### src/rtl/core/spk_pkg.sv
// Shared types and constants for the Speck 128-bit block cipher core.
// No dependencies.
package spk_pkg;

    localparam int WORD_W    = 64;
    localparam int CFG_IDX_W = 3;
    localparam int ROT_R     = 8;
    localparam int ROT_L     = 3;

    // configuration register indexes
    localparam logic [CFG_IDX_W-1:0] CFG_KEY_WORDS = 3'd0;
    localparam logic [CFG_IDX_W-1:0] CFG_ROUNDS    = 3'd1;
    localparam logic [CFG_IDX_W-1:0] CFG_KEY0      = 3'd2;
    localparam logic [CFG_IDX_W-1:0] CFG_KEY1      = 3'd3;
    localparam logic [CFG_IDX_W-1:0] CFG_KEY2      = 3'd4;
    localparam logic [CFG_IDX_W-1:0] CFG_KEY3      = 3'd5;

    localparam logic OP_ENCRYPT = 1'b0;
    localparam logic OP_DECRYPT = 1'b1;

    typedef struct packed {
        logic              operation;
        logic [WORD_W-1:0] left_word;
        logic [WORD_W-1:0] right_word;
    } t_in_item;

    typedef struct packed {
        logic [WORD_W-1:0] left_out;
        logic [WORD_W-1:0] right_out;
    } t_out_item;

    // controller -> datapath
    typedef struct packed {
        logic blk_load;
        logic key_load;
        logic key_step;
        logic rd_en;
        logic rnd_step;
        logic out_load;
    } t_dp_cmd;

    // datapath -> controller
    typedef struct packed {
        logic cfg_hit;
        logic nr_zero;
        logic nr_small;
    } t_dp_status;

endpackage

### src/rtl/core/spk_dp.sv
// Datapath: configuration registers, round key memory, key schedule and
// the shared forward/inverse round unit. Depends on spk_pkg.
module spk_dp #(
    parameter int MAX_ROUNDS = 34,
    parameter int CW         = $clog2(MAX_ROUNDS + 1)
) (
    input  logic                            i_clk,
    input  logic                            i_rst_n,
    input  logic                            i_cfg_valid,
    input  logic [spk_pkg::CFG_IDX_W-1:0]   i_cfg_index,
    input  logic [spk_pkg::WORD_W-1:0]      i_cfg_data,
    input  spk_pkg::t_in_item               i_in_item,
    input  spk_pkg::t_dp_cmd                i_cmd,
    input  logic [CW-1:0]                   i_idx,
    output spk_pkg::t_dp_status             o_status,
    output logic [CW-1:0]                   o_nr,
    output spk_pkg::t_out_item              o_out_item
);
    import spk_pkg::*;

    localparam int AW = $clog2(MAX_ROUNDS);

    logic [2:0]        r_kw;
    logic [5:0]        r_rounds;
    logic [WORD_W-1:0] r_key [4];

    logic [WORD_W-1:0] r_rk_mem [MAX_ROUNDS];
    logic [WORD_W-1:0] r_rk_rd;

    logic [WORD_W-1:0] r_s0, r_s1, r_s2, r_b;
    logic [WORD_W-1:0] r_x, r_y;
    logic              r_op;
    t_out_item         r_out;

    logic [CW-1:0]     w_nr;
    logic [1:0]        w_win;
    logic [WORD_W-1:0] w_rk0, w_i0, w_i1, w_i2;
    logic              w_we;
    logic [AW-1:0]     w_wa, w_ra;
    logic [WORD_W-1:0] w_wd;
    logic [WORD_W-1:0] w_sa, w_sb;
    logic [WORD_W-1:0] w_fx, w_fy, w_ix, w_iy;
    logic              w_cfg_hit;

    function automatic logic [WORD_W-1:0] rotr(input logic [WORD_W-1:0] v, input int n);
        rotr = (v >> n) | (v << (WORD_W - n));
    endfunction

    function automatic logic [WORD_W-1:0] rotl(input logic [WORD_W-1:0] v, input int n);
        rotl = (v << n) | (v >> (WORD_W - n));
    endfunction

    // effective settings
    always_comb begin
        if (CW'(r_rounds) > CW'(MAX_ROUNDS)) begin
            w_nr = CW'(MAX_ROUNDS);
        end else begin
            w_nr = CW'(r_rounds);
        end
    end

    // least significant used key word is round key 0, the rest seed the window
    always_comb begin
        case (r_kw)
            3'd0, 3'd1, 3'd2: begin
                w_win = 2'd1;
                w_rk0 = r_key[1];
                w_i0  = r_key[0];
                w_i1  = r_key[0];
                w_i2  = r_key[0];
            end
            3'd3: begin
                w_win = 2'd2;
                w_rk0 = r_key[2];
                w_i0  = r_key[1];
                w_i1  = r_key[0];
                w_i2  = r_key[0];
            end
            default: begin
                w_win = 2'd3;
                w_rk0 = r_key[3];
                w_i0  = r_key[2];
                w_i1  = r_key[1];
                w_i2  = r_key[0];
            end
        endcase
    end

    // config writes
    always_comb begin
        case (i_cfg_index)
            CFG_KEY_WORDS, CFG_ROUNDS, CFG_KEY0,
            CFG_KEY1, CFG_KEY2, CFG_KEY3: w_cfg_hit = 1'b1;
            default:                      w_cfg_hit = 1'b0;
        endcase
    end

    always_ff @(posedge i_clk) begin
        if (!i_rst_n) begin
            r_kw     <= 3'd2;
            r_rounds <= 6'd32;
            r_key[0] <= '0;
            r_key[1] <= '0;
            r_key[2] <= '0;
            r_key[3] <= '0;
        end else if (i_cfg_valid) begin
            case (i_cfg_index)
                CFG_KEY_WORDS: r_kw     <= i_cfg_data[2:0];
                CFG_ROUNDS:    r_rounds <= i_cfg_data[5:0];
                CFG_KEY0:      r_key[0] <= i_cfg_data;
                CFG_KEY1:      r_key[1] <= i_cfg_data;
                CFG_KEY2:      r_key[2] <= i_cfg_data;
                CFG_KEY3:      r_key[3] <= i_cfg_data;
                default:       ;
            endcase
        end
    end

    // schedule step: round function on (window head, last key), key = index
    assign w_sa = (rotr(r_s0, ROT_R) + r_b) ^ WORD_W'(i_idx);
    assign w_sb = rotl(r_b, ROT_L) ^ w_sa;

    // cipher rounds
    assign w_fx = (rotr(r_x, ROT_R) + r_y) ^ r_rk_rd;
    assign w_fy = rotl(r_y, ROT_L) ^ w_fx;
    assign w_iy = rotr(r_y ^ r_x, ROT_L);
    assign w_ix = rotl((r_x ^ r_rk_rd) - w_iy, ROT_R);

    // key memory
    assign w_we = i_cmd.key_load | i_cmd.key_step;
    assign w_wa = i_cmd.key_load ? '0 : AW'(i_idx + CW'(1));
    assign w_wd = i_cmd.key_load ? w_rk0 : w_sb;
    assign w_ra = (r_op == OP_DECRYPT) ? AW'(w_nr - CW'(1) - i_idx) : AW'(i_idx);

    always_ff @(posedge i_clk) begin
        if (w_we) begin
            r_rk_mem[w_wa] <= w_wd;
        end
        if (i_cmd.rd_en) begin
            r_rk_rd <= r_rk_mem[w_ra];
        end
    end

    always_ff @(posedge i_clk) begin
        if (i_cmd.key_load) begin
            r_b  <= w_rk0;
            r_s0 <= w_i0;
            r_s1 <= w_i1;
            r_s2 <= w_i2;
        end else if (i_cmd.key_step) begin
            r_b <= w_sb;
            case (w_win)
                2'd1: r_s0 <= w_sa;
                2'd2: begin
                    r_s0 <= r_s1;
                    r_s1 <= w_sa;
                end
                default: begin
                    r_s0 <= r_s1;
                    r_s1 <= r_s2;
                    r_s2 <= w_sa;
                end
            endcase
        end
    end

    always_ff @(posedge i_clk) begin
        if (i_cmd.blk_load) begin
            r_op <= i_in_item.operation;
            r_x  <= i_in_item.left_word;
            r_y  <= i_in_item.right_word;
        end else if (i_cmd.rnd_step) begin
            if (r_op == OP_DECRYPT) begin
                r_x <= w_ix;
                r_y <= w_iy;
            end else begin
                r_x <= w_fx;
                r_y <= w_fy;
            end
        end
        if (i_cmd.out_load) begin
            r_out.left_out  <= r_x;
            r_out.right_out <= r_y;
        end
    end

    assign o_status.cfg_hit  = i_cfg_valid & w_cfg_hit;
    assign o_status.nr_zero  = (w_nr == '0);
    assign o_status.nr_small = (w_nr < CW'(2));
    assign o_nr              = w_nr;
    assign o_out_item        = r_out;

endmodule

### src/rtl/core/spk_ctrl.sv
// Controller: sequences key rebuild, round issue and result hand-off.
// Depends on spk_pkg.
module spk_ctrl #(
    parameter int MAX_ROUNDS = 34,
    parameter int CW         = $clog2(MAX_ROUNDS + 1)
) (
    input  logic                 i_clk,
    input  logic                 i_rst_n,
    input  logic                 i_in_valid,
    output logic                 o_in_ready,
    output logic                 o_out_valid,
    input  logic                 i_out_ready,
    input  spk_pkg::t_dp_status  i_status,
    input  logic [CW-1:0]        i_nr,
    output spk_pkg::t_dp_cmd     o_cmd,
    output logic [CW-1:0]        o_idx
);
    import spk_pkg::*;

    typedef enum logic [5:0] {
        ST_IDLE     = 6'b000001,
        ST_KEY_LOAD = 6'b000010,
        ST_KEY_RUN  = 6'b000100,
        ST_PREP     = 6'b001000,
        ST_RUN      = 6'b010000,
        ST_FIN      = 6'b100000
    } t_state;

    t_state        r_state, n_state;
    logic [CW-1:0] r_cnt, n_cnt;
    logic          r_keys_ready, n_keys_ready;
    logic          r_out_valid, n_out_valid;
    logic          w_key_last, w_rnd_last;

    assign w_key_last = ((CW+1)'(r_cnt) + (CW+1)'(2)) == (CW+1)'(i_nr);
    assign w_rnd_last = (r_cnt + CW'(1)) == i_nr;

    always_comb begin
        n_state      = r_state;
        n_cnt        = r_cnt;
        n_keys_ready = r_keys_ready;
        o_cmd        = '0;
        o_idx        = r_cnt;
        case (r_state)
            ST_IDLE: begin
                if (i_in_valid) begin
                    o_cmd.blk_load = 1'b1;
                    n_state = r_keys_ready ? ST_PREP : ST_KEY_LOAD;
                end
            end
            ST_KEY_LOAD: begin
                o_cmd.key_load = 1'b1;
                n_cnt          = '0;
                if (i_status.nr_small) begin
                    n_keys_ready = 1'b1;
                    n_state      = ST_PREP;
                end else begin
                    n_state = ST_KEY_RUN;
                end
            end
            ST_KEY_RUN: begin
                o_cmd.key_step = 1'b1;
                n_cnt          = r_cnt + CW'(1);
                if (w_key_last) begin
                    n_keys_ready = 1'b1;
                    n_state      = ST_PREP;
                end
            end
            ST_PREP: begin
                // fetch the first round key; memory read is registered
                o_idx = '0;
                n_cnt = '0;
                if (i_status.nr_zero) begin
                    n_state = ST_FIN;
                end else begin
                    o_cmd.rd_en = 1'b1;
                    n_state     = ST_RUN;
                end
            end
            ST_RUN: begin
                o_cmd.rnd_step = 1'b1;
                o_idx          = r_cnt + CW'(1);
                n_cnt          = r_cnt + CW'(1);
                if (w_rnd_last) begin
                    n_state = ST_FIN;
                end else begin
                    o_cmd.rd_en = 1'b1;
                end
            end
            ST_FIN: begin
                if (!r_out_valid || i_out_ready) begin
                    o_cmd.out_load = 1'b1;
                    n_state        = ST_IDLE;
                end
            end
            default: begin
                n_state = ST_IDLE;
            end
        endcase
        // any write to a known register invalidates the round keys
        if (i_status.cfg_hit) begin
            n_keys_ready = 1'b0;
        end
    end

    assign n_out_valid = o_cmd.out_load | (r_out_valid & ~i_out_ready);

    always_ff @(posedge i_clk) begin
        if (!i_rst_n) begin
            r_state      <= ST_IDLE;
            r_cnt        <= '0;
            r_keys_ready <= 1'b0;
            r_out_valid  <= 1'b0;
        end else begin
            r_state      <= n_state;
            r_cnt        <= n_cnt;
            r_keys_ready <= n_keys_ready;
            r_out_valid  <= n_out_valid;
        end
    end

    assign o_in_ready  = (r_state == ST_IDLE);
    assign o_out_valid = r_out_valid;

endmodule

### src/rtl/core/speck128_block_cipher.sv
// Speck 128-bit block cipher, one round per cycle on a shared round unit.
// One item at a time: a new input is accepted only in the idle state, once the
// previous item's rounds are done and its result is loaded into the output
// register; round keys come from a registered round key memory read. After a
// config write the first item also waits for the key rebuild.
// Reset (synchronous, active low) restores register defaults; keys rebuild on first item.
module speck128_block_cipher #(
    parameter int MAX_ROUNDS = 34
) (
    input  logic                            i_clk,
    input  logic                            i_rst_n,
    input  logic                            i_cfg_valid,
    output logic                            o_cfg_ready,
    input  logic [spk_pkg::CFG_IDX_W-1:0]   i_cfg_index,
    input  logic [spk_pkg::WORD_W-1:0]      i_cfg_data,
    input  logic                            i_in_valid,
    output logic                            o_in_ready,
    input  spk_pkg::t_in_item               i_in_item,
    output logic                            o_out_valid,
    input  logic                            i_out_ready,
    output spk_pkg::t_out_item              o_out_item
);
    import spk_pkg::*;

    localparam int CW = $clog2(MAX_ROUNDS + 1);

    t_dp_cmd       w_cmd;
    t_dp_status    w_status;
    logic [CW-1:0] w_idx;
    logic [CW-1:0] w_nr;

    assign o_cfg_ready = 1'b1;

    spk_ctrl #(
        .MAX_ROUNDS (MAX_ROUNDS),
        .CW         (CW)
    ) u_ctrl (
        .i_clk       (i_clk),
        .i_rst_n     (i_rst_n),
        .i_in_valid  (i_in_valid),
        .o_in_ready  (o_in_ready),
        .o_out_valid (o_out_valid),
        .i_out_ready (i_out_ready),
        .i_status    (w_status),
        .i_nr        (w_nr),
        .o_cmd       (w_cmd),
        .o_idx       (w_idx)
    );

    spk_dp #(
        .MAX_ROUNDS (MAX_ROUNDS),
        .CW         (CW)
    ) u_dp (
        .i_clk       (i_clk),
        .i_rst_n     (i_rst_n),
        .i_cfg_valid (i_cfg_valid),
        .i_cfg_index (i_cfg_index),
        .i_cfg_data  (i_cfg_data),
        .i_in_item   (i_in_item),
        .i_cmd       (w_cmd),
        .i_idx       (w_idx),
        .o_status    (w_status),
        .o_nr        (w_nr),
        .o_out_item  (o_out_item)
    );

endmodule
### config.mk
export PLATFORM = sky130hd
export DESIGN_NAME = speck128_block_cipher
export DESIGN_NICKNAME = d
export VERILOG_FILES = /design/src/rtl/core/spk_pkg.sv /design/src/rtl/core/spk_dp.sv /design/src/rtl/core/spk_ctrl.sv /design/src/rtl/core/speck128_block_cipher.sv
export SDC_FILE = /design/constraint.sdc
export NUM_CORES = 2
export LEC_CHECK = 0
export BUFFER_PORTS_ARGS = -buffer_cell sky130_fd_sc_hd__buf_4
export CORE_UTILIZATION = 55
export CTS_CLUSTER_DIAMETER = 200
export DETAILED_ROUTE_END_ITERATION = 10
export HOLD_SLACK_MARGIN = 0.06
export PLACE_DENSITY = 0.79
export REMOVE_ABC_BUFFERS = 1
export SYNTH_ARGS = -nofsm -noshare
export SYNTH_HDL_FRONTEND = slang
export SYNTH_SLANG_ARGS = --single-unit
### constraint.sdc
create_clock -name i_clk -period 13.6 [get_ports i_clk]
set_clock_uncertainty 0.15 [all_clocks]
set_input_delay 0.68 -clock i_clk [delete_from_list [all_inputs] [get_ports i_clk]]
set_output_delay 0.68 -clock i_clk [all_outputs]
set_load 0.02 [all_outputs]
==> impl_results.md <==
- Max Cap Viol: 0
- Cts repair resizes: 0
- Drt total wl: 418,000 um
- Site row count: 181
- Worst slew pin tran: 1.45 ns
- CTS Root Cell: clkbuf_16
- Unique masters post-synth: 81
- Die Span X: 498 um
- Simple-gate share of the synthesized area: 0.0616
- VDD IR max: 0.000129 V
- CP bufs+invs: 5
- Startpoint types: flop
- Hold_buf cts: 204
- CTS Buffer Depth: 4
- Dominant synthesized flop cell: edfxtp_1
- Rel. slew slack: 0.0325
- Via density: 6.80
- Mapped cell area: 0.135 mm^2
- Final setup vio count: 0
- Hold EP: u_dp.r_rounds[1]$_SDFFE_PN0P_
- Total power: 32.9 mW
- Hold path start: i_cfg_index[2]
- Power per cell area: 214 mW/mm^2
- Syn avg cell area: 15.5 um^2
- # IOs: 332
- Detailed-route DRC error count: 0
- Drt pass-1 iters: 8
- Synth area leader: edfxtp_1
- Status: finished, final reports clean
- PortBufs: 330
- Sw Share: 0.356
- Max H-tree Level: 5
- Worst r2r src: u_ctrl.r_state[0]$_SDFFE_PN1P_
- CP Data Required Time: 14.09 ns
- Clk sink count: 3,032
- Cell mode on critical path: nand2_1
- Lkg Pwr: 52.1 nW
- CP max-delay cell: buf_12
- Largest net degree at the start of global routing: 188
- R2R setup slack: 6.46 ns
- Detailed Route Iter0 Violations: 12,194
- P_int: 21.2 mW
- Fmax: 140 MHz
- Skew-Pair Late Insertion Delay: 0.98 ns
- CP cell instances: nor4_2, nand2_1, nand2_1, o21ai_4, inv_1, ha_1, inv_1, fa_1, xor2_1, nand2_1, o21ai_4, buf_12, buf_12, buf_4, nor2b_1, a211oi_1, a211oi_1, a311oi_1, a31oi_1
- Post-route cell area: 0.153 mm^2
- Clock network fraction of total power: 0.253
- Synth Area in Compound Gates: 0.0809
- Top delay family on crit path: buffers and inverters
- Finished Layout Cells: 12,664
- Overall routing resource usage: 0.333
- Synth Area in Adders: 0.0191
- Number of clock buffers inserted by TritonCTS: 316
- Yosys reg bits: 3,032
- Worst path max stage delay: 0.82 ns
- Switching power: 11.7 mW
- Util after Layout: 0.629
- Sequential share of power: 0.391
- Antenna violations before repair: 10
- DP Area: 0.142 mm^2
- Final ANT Viol Nets: 0
- WP data arrival: 7.63 ns
- DIE HEIGHT: 498 um
- Crit share post-route: 0.525
- RSZ-0062 raised after global routing: no
- CP Capture Type: flop
- Post-synthesis mux area share: 0.114
- Placed Cells incl. Taps: 11,915
- Min-delay worst type: in -> reg
- Final hold vios: 0
- Grt ovf: 0
- Post-synth EDFFs: 3,009
- Maximum net fanout on the critical path: 133
- Initial Util: 0.554
- WL/cell: 33.0 um
- Final HPWL DP: 236,000 um
- CTS tree: done
- # nets final: 9,640
- Largest cells by area after synthesis: edfxtp_1 (67%), mux4_2 (8.5%), mux2i_1 (2.6%)
- Area growth syn-to-layout: 13.5%
- RePlAce Congestion: 0.970
- Core ar.: 0.244 mm^2
- Register area: 0.0908 mm^2
- First-pass GRT wire length: 595,000 um
- Post-CTS setup buffer count: 0
- Synth warnings: 0
- Die area: 0.248 mm^2
- Final min period: 7.14 ns
- Worst-path clk slew: 0.06 ns
- Hold Crit Depth: 4
- Multi-input logic area: 0.0427 mm^2
- Max-slew violations: 0
- FILL cells: 16,425
- Layout cells sized above 1: 0.174
- Seq/Total Area, Yosys: 0.672
- Number of global-route vias before repair: 85,414
- Async set or reset register ratio after synthesis: 0
- Sum of negative setup slack: 0 ns
- Worst setup path class: reg -> reg
- Synthesized instance count: 8,729
- Comb power frac: 0.356
- DR vias: 86,077
- R2R depth: 19
- Synth top area share: 0.668
- Largest family of logic cells by synthesized area: multiplexers
- R2r endpoint: u_dp.r_rk_rd[18]$_DFFE_PP_
- Post-Synth XOR/XNOR Area: 0.0341
## worst max-delay path by stage
stage | from | to | slack, ns | depth (start not counted)
after global placement | u_ctrl.r_state[0]$_SDFFE_PN1P_ | u_dp.r_rk_rd[35]$_DFFE_PP_ | 6.93 | 19
after detailed placement | u_ctrl.r_state[0]$_SDFFE_PN1P_ | u_dp.r_rk_rd[17]$_DFFE_PP_ | 6.66 | 19
after floorplan | u_dp.r_op$_DFFE_PP_ | u_dp.r_rk_rd[0]$_DFFE_PP_ | -44.46 | 7
after global routing | u_ctrl.r_state[0]$_SDFFE_PN1P_ | u_dp.r_rk_rd[18]$_DFFE_PP_ | 6.01 | 19
after CTS | u_ctrl.r_state[0]$_SDFFE_PN1P_ | u_dp.r_rk_rd[18]$_DFFE_PP_ | 6.45 | 19
final | u_ctrl.r_state[0]$_SDFFE_PN1P_ | u_dp.r_rk_rd[18]$_DFFE_PP_ | 6.46 | 19
## synth_stat cells (24+ instances only)
library cell,count
nand4_1,46
mux2i_1,346
mux4_2,512
and2_1,275
o21bai_1,40
buf_2,63
o21a_1,25
xor2_1,178
and3_1,24
inv_1,60
a211oi_1,299
nor2b_1,145
xnor2_1,349
buf_1,48
buf_6,28
nand2_1,706
a21oi_1,538
o21ai_0,193
nand3_1,62
ha_1,200
clkbuf_1,390
a311oi_1,71
a21o_1,139
nor2_1,410
a22oi_1,152
nor3_1,40
edfxtp_1,3009
a31oi_1,97
mux2_2,36
## through the flow
step / hold WS, ns / worst slack, ns
6_report: 0.121 / 6.46
5_1_grt: 0.103 / 6.01
4_1_cts: 0.0688 / 6.45
3_5_place_dp: 0.312 / 6.66
3_3_place_gp: 0.308 / 6.93
2_1_floorplan: 0.272 / -44.46
## layer usage
layer	part of all wire	track usage
met5	0.000048	0
met4	0.054	0.159
met1	0.35	0.433
met2	0.48	0.543
met3	0.11	0.0612
## worst register-to-register path, cell delays in order (launching register included)
cell	delay (ns)
dfxtp_1	0.37
nor4_2	0.75
nand2_1	0.28
nand2_1	0.20
o21ai_4	0.13
inv_1	0.13
ha_1	0.18
inv_1	0.06
fa_1	0.46
xor2_1	0.17
nand2_1	0.10
o21ai_4	0.38
buf_12	0.61
buf_12	0.89
buf_4	0.88
nor2b_1	0.20
a211oi_1	0.36
a211oi_1	0.11
a311oi_1	0.34
a31oi_1	0.09
## kinds of logic (layout without fill, tap and decap cells)
| group | count (synthesis) | in the layout |
|---|---|---|
| and+or+nand+nor | 1786 | 1786 |
| muxes | 894 | 894 |
| xor gates and xnor gates | 527 | 527 |
| DFF | 3032 | 3032 |
| other | 1 | 5 |
| AOI/OAI and AO/OA | 1690 | 1690 |
| buffers and inverters | 595 | 1324 |
| adders and majority gates | 204 | 204 |
## layout by cell type, fill, tap and decap left out, types with 152 or more instances in the layout
cell / count
mux2i_1: 345
a211oi_1: 299
o21ai_0: 186
a21oi_1: 472
xor2_1: 178
xnor2_1: 348
ha_1: 197
a22oi_1: 152
clkbuf_16: 319
edfxtp_1: 3009
and2_1: 274
mux4_2: 512
dlygate4sd3_1: 204
nand2_1: 702
buf_4: 502
nor2_1: 371
## power groups by stage
stage | clock (mW) | combinational [mW] | sequential (mW)
3_3_place_gp | 0 | 11.1 | 13.0
4_1_cts | 8.34 | 11.5 | 12.8
5_1_grt | 8.67 | 12.5 | 12.9
3_5_place_dp | 0 | 11.3 | 13.0
2_1_floorplan | 0 | 9.59 | 12.9
6_report | 8.31 | 11.7 | 12.9
## area by class of cell
cell class | instances | share of cell area
Tap cell | 3202 | 0.0261
Antenna cell | 4 | 0.0000652
Timing Repair Buffer | 723 | 0.0401
Sequential cell | 3032 | 0.592
Clock inverter | 162 | 0.00924
Clock buffer | 379 | 0.0535
Inverter | 60 | 0.00147
Multi-Input combinational cell | 5102 | 0.278
## registers in the layout, summed over array words and instances, names as in the netlist
name / flops
u_dp.r_b: 64
u_dp.r_kw: 3
u_ctrl.r_state: 6
u_dp.r_rk_rd: 64
u_dp.r_s0: 64
u_ctrl.r_keys_ready: 1
u_dp.r_op: 1
u_dp.r_key: 256
u_dp.r_rk_mem: 2176
u_dp.r_s2: 64
u_dp.r_s1: 64
u_dp.r_rounds: 6
u_dp.o_out_item: 128
u_dp.r_x: 64
u_ctrl.r_cnt: 6
u_ctrl.o_out_valid: 1
u_dp.r_y: 64
No activity file was read; power rests on OpenSTA's default activity.
